$ cat config.mk
export PLATFORM = sky130hd
export DESIGN_NAME = paired_sample_covariance_unit
export DESIGN_NICKNAME = d
export VERILOG_FILES = /design/src/rtl/psc_pkg.sv /design/src/rtl/psc_ctrl.sv /design/src/rtl/psc_datapath.sv /design/src/rtl/paired_sample_covariance_unit.sv
export SDC_FILE = /design/constraint.sdc
export NUM_CORES = 2
export LEC_CHECK = 0
export BUFFER_PORTS_ARGS = -buffer_cell sky130_fd_sc_hd__buf_2
export CAP_MARGIN = 30
export CELL_PAD_IN_SITES_DETAIL_PLACEMENT = 2
export CELL_PAD_IN_SITES_GLOBAL_PLACEMENT = 2
export CORE_MARGIN = 5
export CORE_UTILIZATION = 43
export CTS_CLUSTER_SIZE = 24
export DETAILED_ROUTE_END_ITERATION = 10
export PLACE_DENSITY_LB_ADDON = 0.12
export SETUP_SLACK_MARGIN = 0.05
export SYNTH_ARGS = -nofsm -noshare
export SYNTH_HDL_FRONTEND = slang
export SYNTH_HIERARCHICAL = 1
export SYNTH_SLANG_ARGS = --single-unit
$ cat constraint.sdc
create_clock -name clock -period 9.71 [get_ports clock]
set_clock_uncertainty 0.05 [all_clocks]
set_input_delay 1.942 -clock clock [delete_from_list [all_inputs] [get_ports clock]]
set_output_delay 1.942 -clock clock [all_outputs]
set_load 0.005 [all_outputs]
$ cat src/rtl/psc_pkg.sv
// package for the paired sample covariance unit
// transaction payload types and fixed field widths, no dependencies
package psc_pkg;

   localparam int SAMPLE_W    = 16;
   localparam int COV_W       = 32;
   localparam int COUNT_OUT_W = 11;

   typedef struct packed {
      logic signed [SAMPLE_W-1:0] sample_x;
      logic signed [SAMPLE_W-1:0] sample_y;
      logic                       last;
   } psc_req_type;

   typedef struct packed {
      logic signed [COV_W-1:0]   covariance;
      logic [COUNT_OUT_W-1:0]    sample_count;
      logic                      overflow;
   } psc_rsp_type;

   typedef struct packed {
      logic acc;
      logic mul_init;
      logic mul_step;
      logic sub;
      logic div_step;
      logic load_out;
   } psc_cmd_type;

endpackage

$ cat src/rtl/psc_ctrl.sv
// controller for the paired sample covariance unit
// sequences accumulation, serial multiply and restoring divide; uses psc_pkg
module psc_ctrl #(
   parameter int MAX_SAMPLES = 1024
) (
   input  logic                clock,
   input  logic                reset,
   input  logic                req_valid,
   input  logic                req_last,
   output logic                req_ready,
   output logic                rsp_valid,
   input  logic                rsp_ready,
   output psc_pkg::psc_cmd_type cmd
);
   import psc_pkg::*;

   localparam int CNT_W  = $clog2(MAX_SAMPLES + 1);
   localparam int LOG_W  = $clog2(MAX_SAMPLES);
   localparam int SXY_W  = 2 * SAMPLE_W + LOG_W;
   localparam int DIFF_W = SXY_W + CNT_W + 1;
   localparam int ITER_W = $clog2(DIFF_W);

   localparam logic [2:0] ST_ACCUM = 3'd0;
   localparam logic [2:0] ST_INIT  = 3'd1;
   localparam logic [2:0] ST_MUL   = 3'd2;
   localparam logic [2:0] ST_SUB   = 3'd3;
   localparam logic [2:0] ST_DIV   = 3'd4;
   localparam logic [2:0] ST_OUT   = 3'd5;

   logic [2:0]        state_ff, state_in;
   logic [ITER_W-1:0] step_ff, step_in;
   logic              rsp_valid_ff, rsp_valid_in;
   logic              accept;

   assign req_ready = (state_ff == ST_ACCUM);
   assign rsp_valid = rsp_valid_ff;
   assign accept    = req_valid && req_ready;

   always_comb begin
      state_in = state_ff;
      step_in  = step_ff;
      cmd      = '0;
      cmd.acc  = accept;
      unique case (state_ff)
         ST_ACCUM: begin
            if (accept && req_last) begin
               state_in = ST_INIT;
            end
         end
         ST_INIT: begin
            cmd.mul_init = 1'b1;
            step_in      = '0;
            state_in     = ST_MUL;
         end
         ST_MUL: begin
            cmd.mul_step = 1'b1;
            step_in      = step_ff + 1'b1;
            if (step_ff == ITER_W'(CNT_W - 1)) begin
               state_in = ST_SUB;
            end
         end
         ST_SUB: begin
            cmd.sub  = 1'b1;
            step_in  = '0;
            state_in = ST_DIV;
         end
         ST_DIV: begin
            cmd.div_step = 1'b1;
            step_in      = step_ff + 1'b1;
            if (step_ff == ITER_W'(DIFF_W - 1)) begin
               state_in = ST_OUT;
            end
         end
         ST_OUT: begin
            if (!rsp_valid_ff || rsp_ready) begin
               cmd.load_out = 1'b1;
               state_in     = ST_ACCUM;
            end
         end
         default: begin
            state_in = ST_ACCUM;
         end
      endcase
   end

   always_comb begin
      rsp_valid_in = rsp_valid_ff;
      if (cmd.load_out) begin
         rsp_valid_in = 1'b1;
      end else if (rsp_ready) begin
         rsp_valid_in = 1'b0;
      end
   end

   always_ff @(posedge clock) begin
      if (reset) begin
         state_ff     <= ST_ACCUM;
         step_ff      <= '0;
         rsp_valid_ff <= 1'b0;
      end else begin
         state_ff     <= state_in;
         step_ff      <= step_in;
         rsp_valid_ff <= rsp_valid_in;
      end
   end

endmodule

$ cat src/rtl/psc_datapath.sv
// datapath for the paired sample covariance unit
// running sums, shift-add multiplier, restoring divider, result register; uses psc_pkg
module psc_datapath #(
   parameter int MAX_SAMPLES = 1024
) (
   input  logic                 clock,
   input  logic                 reset,
   input  psc_pkg::psc_cmd_type cmd,
   input  psc_pkg::psc_req_type req_data,
   output psc_pkg::psc_rsp_type rsp_data
);
   import psc_pkg::*;

   localparam int CNT_W  = $clog2(MAX_SAMPLES + 1);
   localparam int LOG_W  = $clog2(MAX_SAMPLES);
   localparam int SUM_W  = SAMPLE_W + LOG_W;
   localparam int SXY_W  = 2 * SAMPLE_W + LOG_W;
   localparam int DIFF_W = SXY_W + CNT_W + 1;
   localparam int NN_W   = 2 * CNT_W;

   // running sums
   logic signed [SUM_W-1:0] sum_x_ff, sum_x_in;
   logic signed [SUM_W-1:0] sum_y_ff, sum_y_in;
   logic signed [SXY_W-1:0] sum_xy_ff, sum_xy_in;
   logic [CNT_W-1:0]        count_ff, count_in;
   logic                    drop_ff, drop_in;
   logic signed [2*SAMPLE_W-1:0] pair_prod;
   logic                    room;

   // finishing arithmetic
   logic signed [DIFF_W-1:0]  acc_ff, mcand_ff;
   logic [CNT_W-1:0]          nsh_ff;
   logic signed [2*SUM_W-1:0] sxsy_ff;
   logic [NN_W-1:0]           nn_ff;
   logic signed [DIFF_W-1:0]  diff;
   logic                      neg_ff;
   logic [DIFF_W-1:0]         quo_ff;
   logic [NN_W-1:0]           rem_ff;
   logic [NN_W:0]             trial;
   logic                      q_bit;
   logic [COV_W-1:0]          quo_low;
   psc_rsp_type               rsp_ff;

   assign pair_prod = req_data.sample_x * req_data.sample_y;
   assign room      = (count_ff < CNT_W'(MAX_SAMPLES));

   always_comb begin
      sum_x_in  = sum_x_ff;
      sum_y_in  = sum_y_ff;
      sum_xy_in = sum_xy_ff;
      count_in  = count_ff;
      drop_in   = drop_ff;
      if (cmd.load_out) begin
         sum_x_in  = '0;
         sum_y_in  = '0;
         sum_xy_in = '0;
         count_in  = '0;
         drop_in   = 1'b0;
      end else if (cmd.acc) begin
         if (room) begin
            sum_x_in  = sum_x_ff + SUM_W'(req_data.sample_x);
            sum_y_in  = sum_y_ff + SUM_W'(req_data.sample_y);
            sum_xy_in = sum_xy_ff + SXY_W'(pair_prod);
            count_in  = count_ff + 1'b1;
         end else begin
            drop_in = 1'b1;
         end
      end
   end

   always_ff @(posedge clock) begin
      if (reset) begin
         sum_x_ff  <= '0;
         sum_y_ff  <= '0;
         sum_xy_ff <= '0;
         count_ff  <= '0;
         drop_ff   <= 1'b0;
      end else begin
         sum_x_ff  <= sum_x_in;
         sum_y_ff  <= sum_y_in;
         sum_xy_ff <= sum_xy_in;
         count_ff  <= count_in;
         drop_ff   <= drop_in;
      end
   end

   assign diff    = acc_ff - DIFF_W'(sxsy_ff);
   assign trial   = {rem_ff, quo_ff[DIFF_W-1]};
   assign q_bit   = (trial >= {1'b0, nn_ff});
   assign quo_low = quo_ff[COV_W-1:0];

   // n*Sxy by shift-add over the bits of n, then |diff| / (n*n) one bit per cycle
   always_ff @(posedge clock) begin
      if (cmd.mul_init) begin
         acc_ff   <= '0;
         mcand_ff <= DIFF_W'(sum_xy_ff);
         nsh_ff   <= count_ff;
         sxsy_ff  <= sum_x_ff * sum_y_ff;
         nn_ff    <= NN_W'(count_ff) * NN_W'(count_ff);
      end
      if (cmd.mul_step) begin
         if (nsh_ff[0]) begin
            acc_ff <= acc_ff + mcand_ff;
         end
         mcand_ff <= mcand_ff <<< 1;
         nsh_ff   <= nsh_ff >> 1;
      end
      if (cmd.sub) begin
         neg_ff <= diff[DIFF_W-1];
         quo_ff <= diff[DIFF_W-1] ? DIFF_W'(-diff) : DIFF_W'(diff);
         rem_ff <= '0;
      end
      if (cmd.div_step) begin
         if (q_bit) begin
            rem_ff <= NN_W'(trial - {1'b0, nn_ff});
         end else begin
            rem_ff <= trial[NN_W-1:0];
         end
         quo_ff <= {quo_ff[DIFF_W-2:0], q_bit};
      end
      if (cmd.load_out) begin
         rsp_ff.covariance   <= neg_ff ? -quo_low : quo_low;
         rsp_ff.sample_count <= COUNT_OUT_W'(count_ff);
         rsp_ff.overflow     <= drop_ff;
      end
   end

   assign rsp_data = rsp_ff;

endmodule

$ cat src/rtl/paired_sample_covariance_unit.sv
// Paired sample population covariance. One (x, y) pair is taken per clock while
// a set accumulates; after the pair flagged last the unit stops taking pairs
// while the shift-add multiplier forms n*Sxy one bit of n per cycle and the
// restoring divider forms the quotient one bit per cycle; once any earlier
// result has been taken it loads the result register and takes pairs again
// while the new result waits. Pairs beyond MAX_SAMPLES are dropped and flagged.
// top level: controller and datapath; uses psc_pkg
module paired_sample_covariance_unit #(
   parameter int MAX_SAMPLES = 1024
) (
   input  logic                 clock,
   input  logic                 reset,
   input  logic                 req_valid,
   output logic                 req_ready,
   input  psc_pkg::psc_req_type req_data,
   output logic                 rsp_valid,
   input  logic                 rsp_ready,
   output psc_pkg::psc_rsp_type rsp_data
);
   import psc_pkg::*;

   psc_cmd_type cmd;

   psc_ctrl #(
      .MAX_SAMPLES(MAX_SAMPLES)
   ) u_ctrl (
      .clock     (clock),
      .reset     (reset),
      .req_valid (req_valid),
      .req_last  (req_data.last),
      .req_ready (req_ready),
      .rsp_valid (rsp_valid),
      .rsp_ready (rsp_ready),
      .cmd       (cmd)
   );

   psc_datapath #(
      .MAX_SAMPLES(MAX_SAMPLES)
   ) u_datapath (
      .clock    (clock),
      .reset    (reset),
      .cmd      (cmd),
      .req_data (req_data),
      .rsp_data (rsp_data)
   );

endmodule

**Yosys cells after proc, flatten, opt, wreduce, memory -nomap -nowiden**

Index checks and enable logic that the tools add are counted.

- Bitwise gates (word level): 1
- $mul: 3
- Order comparisons: 2
- Reduce and logical (&&, ||, !) cells: 15
- Multiplexer cells: 28
- Div/mod/pow operators: 0
- $add $sub $neg: 10
- Shift operators: 0
- Equal/unequal tests: 11

Operator list:

| cell | count |
|---|---|
| $mux W54 | 8 |
| $mux W22 | 3 |
| $add A54 B54 Y54 | 1 |
| $neg A54 Y54 | 1 |
| $sub A54 B52 Y54 | 1 |
| $add A26 B16 Y26 | 2 |
| $mul A26 B26 Y52 | 1 |
| $add A42 B32 Y42 | 1 |
| $mul A16 B16 Y32 | 1 |
| $mux W32 | 1 |
| $neg A32 Y32 | 1 |
| $ge A23 B22 Y1 | 1 |
| $mul A11 B11 Y22 | 1 |
| $sub A22 B22 Y22 | 1 |
| $mux W10 | 2 |
| $pmux W3 S6 | 1 |
| $mux W3 | 4 |
| $pmux W6 S2 | 1 |
| $add A11 B1 Y11 const B | 1 |
| $lt A11 B11 Y1 const B | 1 |
| $mux W1 | 8 |
| $reduce_bool A2 Y1 | 4 |
| $add A6 B1 Y6 const B | 1 |
| $eq A3 B2 Y1 const B | 2 |
| 14 further kinds | 21 |

- Input bits: 37
- Flip-flop bits (word level): 430
- Output and inout port bits: 46
- RAM bits: 0
- Bits in latches: 0
- Memory bits (read-only): 0
- Memories kept: 0

**Logic depth before layout (Yosys ltp)**

- Word-level depth: 5
- Gate-level depth with buffers: 29

**Modules after synthesis**

The synthesis kept the hierarchy.

Modules (own cells, without submodules):

| module | sequential area each (um^2) | area an instance (um^2) | cells an instance | instances |
|---|---|---|---|---|
| psc_datapath | 10960.5 | 66218.5 | 7247 | 1 |
| psc_ctrl | 200.2 | 778.2 | 95 | 1 |

**Worst setup path after synthesis**

OpenSTA, ideal clock, no wires.

- Kind: input-to-reg
- Start point: input req_data[32] in the netlist's numbering
- End point: register u_datapath.sum_xy_ff[41]
- Data arrival time: 8.499 ns
- Path slack: 1.024 ns
- Stages on the path: 25
- Path buffers: 2
- Data required time: 9.523 ns
- Cells stage by stage: clkbuf_1 > clkbuf_1 > nand2_1 > inv_1 > fa_1 > fa_1 > fa_1 > fa_1 > inv_1 > fa_1 > fa_1 > inv_1 > ha_1 > a21o_1 > a21o_1 > a21o_1 > a21oi_1 > o21bai_1 > a21o_1 > a221o_1 > a31oi_1 > o211ai_1 > a41oi_1 > mux2i_1 > a211oi_1

- Longest elaborated chain between the ends: 2

Ends and longest elaborated chain:

| item | RTL line | text |
|---|---|---|
| from (decl) | paired_sample_covariance_unit.sv:15 | `input psc_pkg::psc_req_type req_data,` |
| $mul A16 B16 Y32 | psc_datapath.sv:44 | `assign pair_prod = req_data.sample_x * req_data.sample_y;` |
| $add A42 B32 Y42 | psc_datapath.sv:63 | `sum_xy_in = sum_xy_ff + SXY_W'(pair_prod);` |
| to (signal assigned) | psc_datapath.sv:81 | `sum_xy_ff <= sum_xy_in;` |
| to (decl) | psc_datapath.sv:24 | `logic signed [SXY_W-1:0] sum_xy_ff, sum_xy_in;` |

No other way between the ends.
A chain may end at the register's enable or synchronous reset.

**Worst setup path after layout**

- Start point: register u_datapath.sum_y_ff[6]
- End point: register u_datapath.sxsy_ff[50] (data pin)

- Longest elaborated chain between the ends: 1

Ends and longest elaborated chain:

| item | RTL line | text |
|---|---|---|
| from (decl) | psc_datapath.sv:23 | `logic signed [SUM_W-1:0] sum_y_ff, sum_y_in;` |
| from (signal assigned) | psc_datapath.sv:80 | `sum_y_ff <= sum_y_in;` |
| $mul A26 B26 Y52 | psc_datapath.sv:98 | `sxsy_ff <= sum_x_ff * sum_y_ff;` |
| to (signal assigned) | psc_datapath.sv:98 |  |
| to (decl) | psc_datapath.sv:33 | `logic signed [2*SUM_W-1:0] sxsy_ff;` |

No other way between the ends.

==> impl_metrics.json <==
{
  "status": "finished clean",
  "post-dp-hpwl_mm": 182,
  "first_global_vias": 60100,
  "max_stage_delay_ns": 0.93,
  "rows": 144,
  "final_common_cell": "inv_1",
  "coreArea_sq_um": 154000,
  "grt_max_degree": 87,
  "cts-root-buf": "clkbuf_16",
  "cp_slowest_cell": "dfxtp_1",
  "multi_input_area_sq_um": 49800,
  "required_ns": 10.05,
  "cp.buffers_inverters": 5,
  "setup.worst_path.end_class": "flip-flop",
  "clock_sinks": 429,
  "cts.clk_slew.worst_paths_ns": 0.06,
  "die_h_um": 405,
  "syn_nets": 8997,
  "start_kind": "flip-flop",
  "fill_cells": 16800,
  "yosys_warnings": 6,
  "maxCapViolCount": 0,
  "start_util": 0.434,
  "max_slew_margin": 0.327,
  "antenna_cells": 0,
  "netlist_area_sq_um": 67000,
  "ys_types": 106,
  "regArea_sq_um": 11200,
  "min_period_ns": 9.07,
  "post_cts_resized": 0,
  "firstDrtPassIters": 5,
  "synth_ff_type": "edfxtp_1",
  "ys_ff_latch": 429,
  "cp_common_cell": "fa_1",
  "stdcell_area_sq_um": 71500,
  "yosysSeqAreaShare": 0.167,
  "gr-total-overflow": 0,
  "utilization": 0.463,
  "post_drt_wl_per_cell_um": 23.6,
  "finalSetupViolations": 0,
  "clockBufferDepth": 3,
  "tightest_slew_ns": 1.00,
  "rsz0062_at_grt": "false",
  "setup_tns_ns": 0,
  "crit_type": "reg2reg",
  "postCtsSetupBuffers": 0,
  "syn_to_final_growth_pct": 6.65,
  "die_area_sq_um": 164000,
  "vias": 51600,
  "synth_cells": 7342,
  "r2r_start": "u_datapath/sum_y_ff[6]",
  "grtUsageTotal": 0.270,
  "portBuffers": 82,
  "path_delay_family": "adder cells",
  "avgSynthCellArea_sq_um": 9.13,
  "hold_violations": 0,
  "synth_async_sr_flop_share": 0,
  "globalplace.congestion": 0.880,
  "cts_buffers": 57,
  "fmax_mhz": 110,
  "r2r_slack_ns": 0.64,
  "clock_latency_ns": 0.68,
  "synth-edff-count": 257,
  "layout_common_cells": "1295 x inv_1, 1115 x fa_1, 991 x nand2_1, 503 x ha_1, 435 x and2_1",
  "finalCritPeriodShare": 0.934,
  "wirelength_mm": 221,
  "drive_gt1_frac": 0.0473,
  "worstHoldStart": "u_datapath/drop_ff",
  "hp-class": "reg2reg",
  "antenna_found_initial": 7,
  "vias_per_cell": 5.51,
  "slew_violations": 0,
  "ios": 83,
  "cts_max_level": 2,
  "grt_pass1_wl_mm": 349,
  "placed_cell_area_sq_um": 69500,
  "ant_nets": 0,
  "path_max_fanout": 16,
  "drc": 0,
  "fin_nets": 8921,
  "cts_tree": "done",
  "crit_path_start": "u_datapath/sum_y_ff[6]",
  "die_w_um": 405,
  "drt_iter0_drc": 2356,
  "worstPathArrival_ns": 9.41,
  "hold_buffers": 0
}
## per-stage QoR
step	hold slack, ns	instances	setup slack [ns]
detailed placement	0.380	9250	0.427
global route	0.413	9359	0.279
floorplan	0.359	7342	1.02
global placement	0.373	9246	0.660
finish	0.391	9359	0.639
CTS	0.397	9358	0.719
## cell families after synthesis
kind of cell	count (synthesis)	share of synthesized area
and+or+nand+nor	2155	0.155
adders and majority gates	1618	0.427
buffers and inverters	1613	0.0910
AOI/OAI and AO/OA	1139	0.108
DFF	429	0.167
xor gates and xnor gates	348	0.0456
muxes	40	0.00629
## synthesized netlist by cell type, types with 8 or more instances
cell / count / share of area
or2_2: 16 / 0.0015
clkbuf_1: 286 / 0.016
and3_1: 42 / 0.0039
a211oi_1: 52 / 0.0058
a31oi_1: 44 / 0.0041
o31ai_1: 30 / 0.0034
nand3_1: 60 / 0.0045
a211o_1: 12 / 0.0016
inv_1: 1295 / 0.073
mux2_2: 13 / 0.0022
o21bai_1: 44 / 0.0049
nand3b_1: 59 / 0.0066
a22o_1: 11 / 0.0014
buf_1: 9 / 0.00050
ha_1: 503 / 0.094
and2_1: 436 / 0.041
a21boi_0: 10 / 0.0011
or3_1: 27 / 0.0025
edfxtp_1: 257 / 0.12
xor2_1: 108 / 0.014
mux2i_1: 26 / 0.0039
o41ai_1: 14 / 0.0018
nor3_1: 65 / 0.0049
nor3b_1: 14 / 0.0016
and4_1: 8 / 0.0010
fa_1: 1115 / 0.33
a2111oi_0: 13 / 0.0017
a31o_2: 9 / 0.0012
nand2b_1: 52 / 0.0049
nor2b_1: 38 / 0.0035
a21oi_1: 306 / 0.023
buf_2: 14 / 0.0010
dfxtp_1: 172 / 0.051
nor4_1: 12 / 0.0011
o21a_1: 34 / 0.0038
nand2_1: 992 / 0.056
nor2_1: 261 / 0.015
o211ai_1: 22 / 0.0025
a41oi_1: 11 / 0.0014
o21ai_1: 12 / 0.00090
a21o_1: 138 / 0.015
nand4_1: 39 / 0.0036
o21ai_0: 298 / 0.022
xnor2_1: 239 / 0.031
or4_1: 10 / 0.0011
## area by class of cell
| cell class | count | area share |
|---|---|---|
| Multi-Input combinational cell | 5300 | 0.697 |
| Sequential cell | 429 | 0.156 |
| Inverter | 1298 | 0.0682 |
| Tap cell | 2044 | 0.0358 |
| Clock buffer | 68 | 0.0208 |
| Timing Repair Buffer | 180 | 0.0164 |
| Clock inverter | 40 | 0.00599 |
## routing by layer
layer,global-route usage,part of all wire,up-vias,wire length [um]
met2,0.480,0.50,901,109000
met3,0.0297,0.040,211,8900
met5,0,0.000059,-,13
li1,-,-,23200,-
met1,0.363,0.45,27200,99100
met4,0.0421,0.015,2,3310
## path summary, 6_finish.rpt
check | to | depth (start not counted)
max | u_datapath/sxsy_ff[50] | 26
min | u_datapath/rsp_data[0] | 0
max reg2reg | u_datapath/sxsy_ff[50] | 26
min reg2reg | u_datapath/rsp_data[0] | 0
## registers in the layout (all words and copies together) (netlist names)
| name | flops |
|---|---|
| u_ctrl/rsp_valid | 1 |
| u_ctrl/state_ff | 3 |
| u_ctrl/step_ff | 6 |
| u_datapath/acc_ff | 54 |
| u_datapath/count_ff | 11 |
| u_datapath/drop_ff | 1 |
| u_datapath/mcand_ff | 54 |
| u_datapath/neg_ff | 1 |
| u_datapath/nn_ff | 21 |
| u_datapath/nsh_ff | 11 |
| u_datapath/quo_ff | 54 |
| u_datapath/rem_ff | 22 |
| u_datapath/rsp_data | 44 |
| u_datapath/sum_x_ff | 26 |
| u_datapath/sum_xy_ff | 42 |
| u_datapath/sum_y_ff | 26 |
| u_datapath/sxsy_ff | 52 |
Power is left out: the tool's default activity adds up to more than one toggle a clock period on the data nets, which glitch-free logic cannot reach.
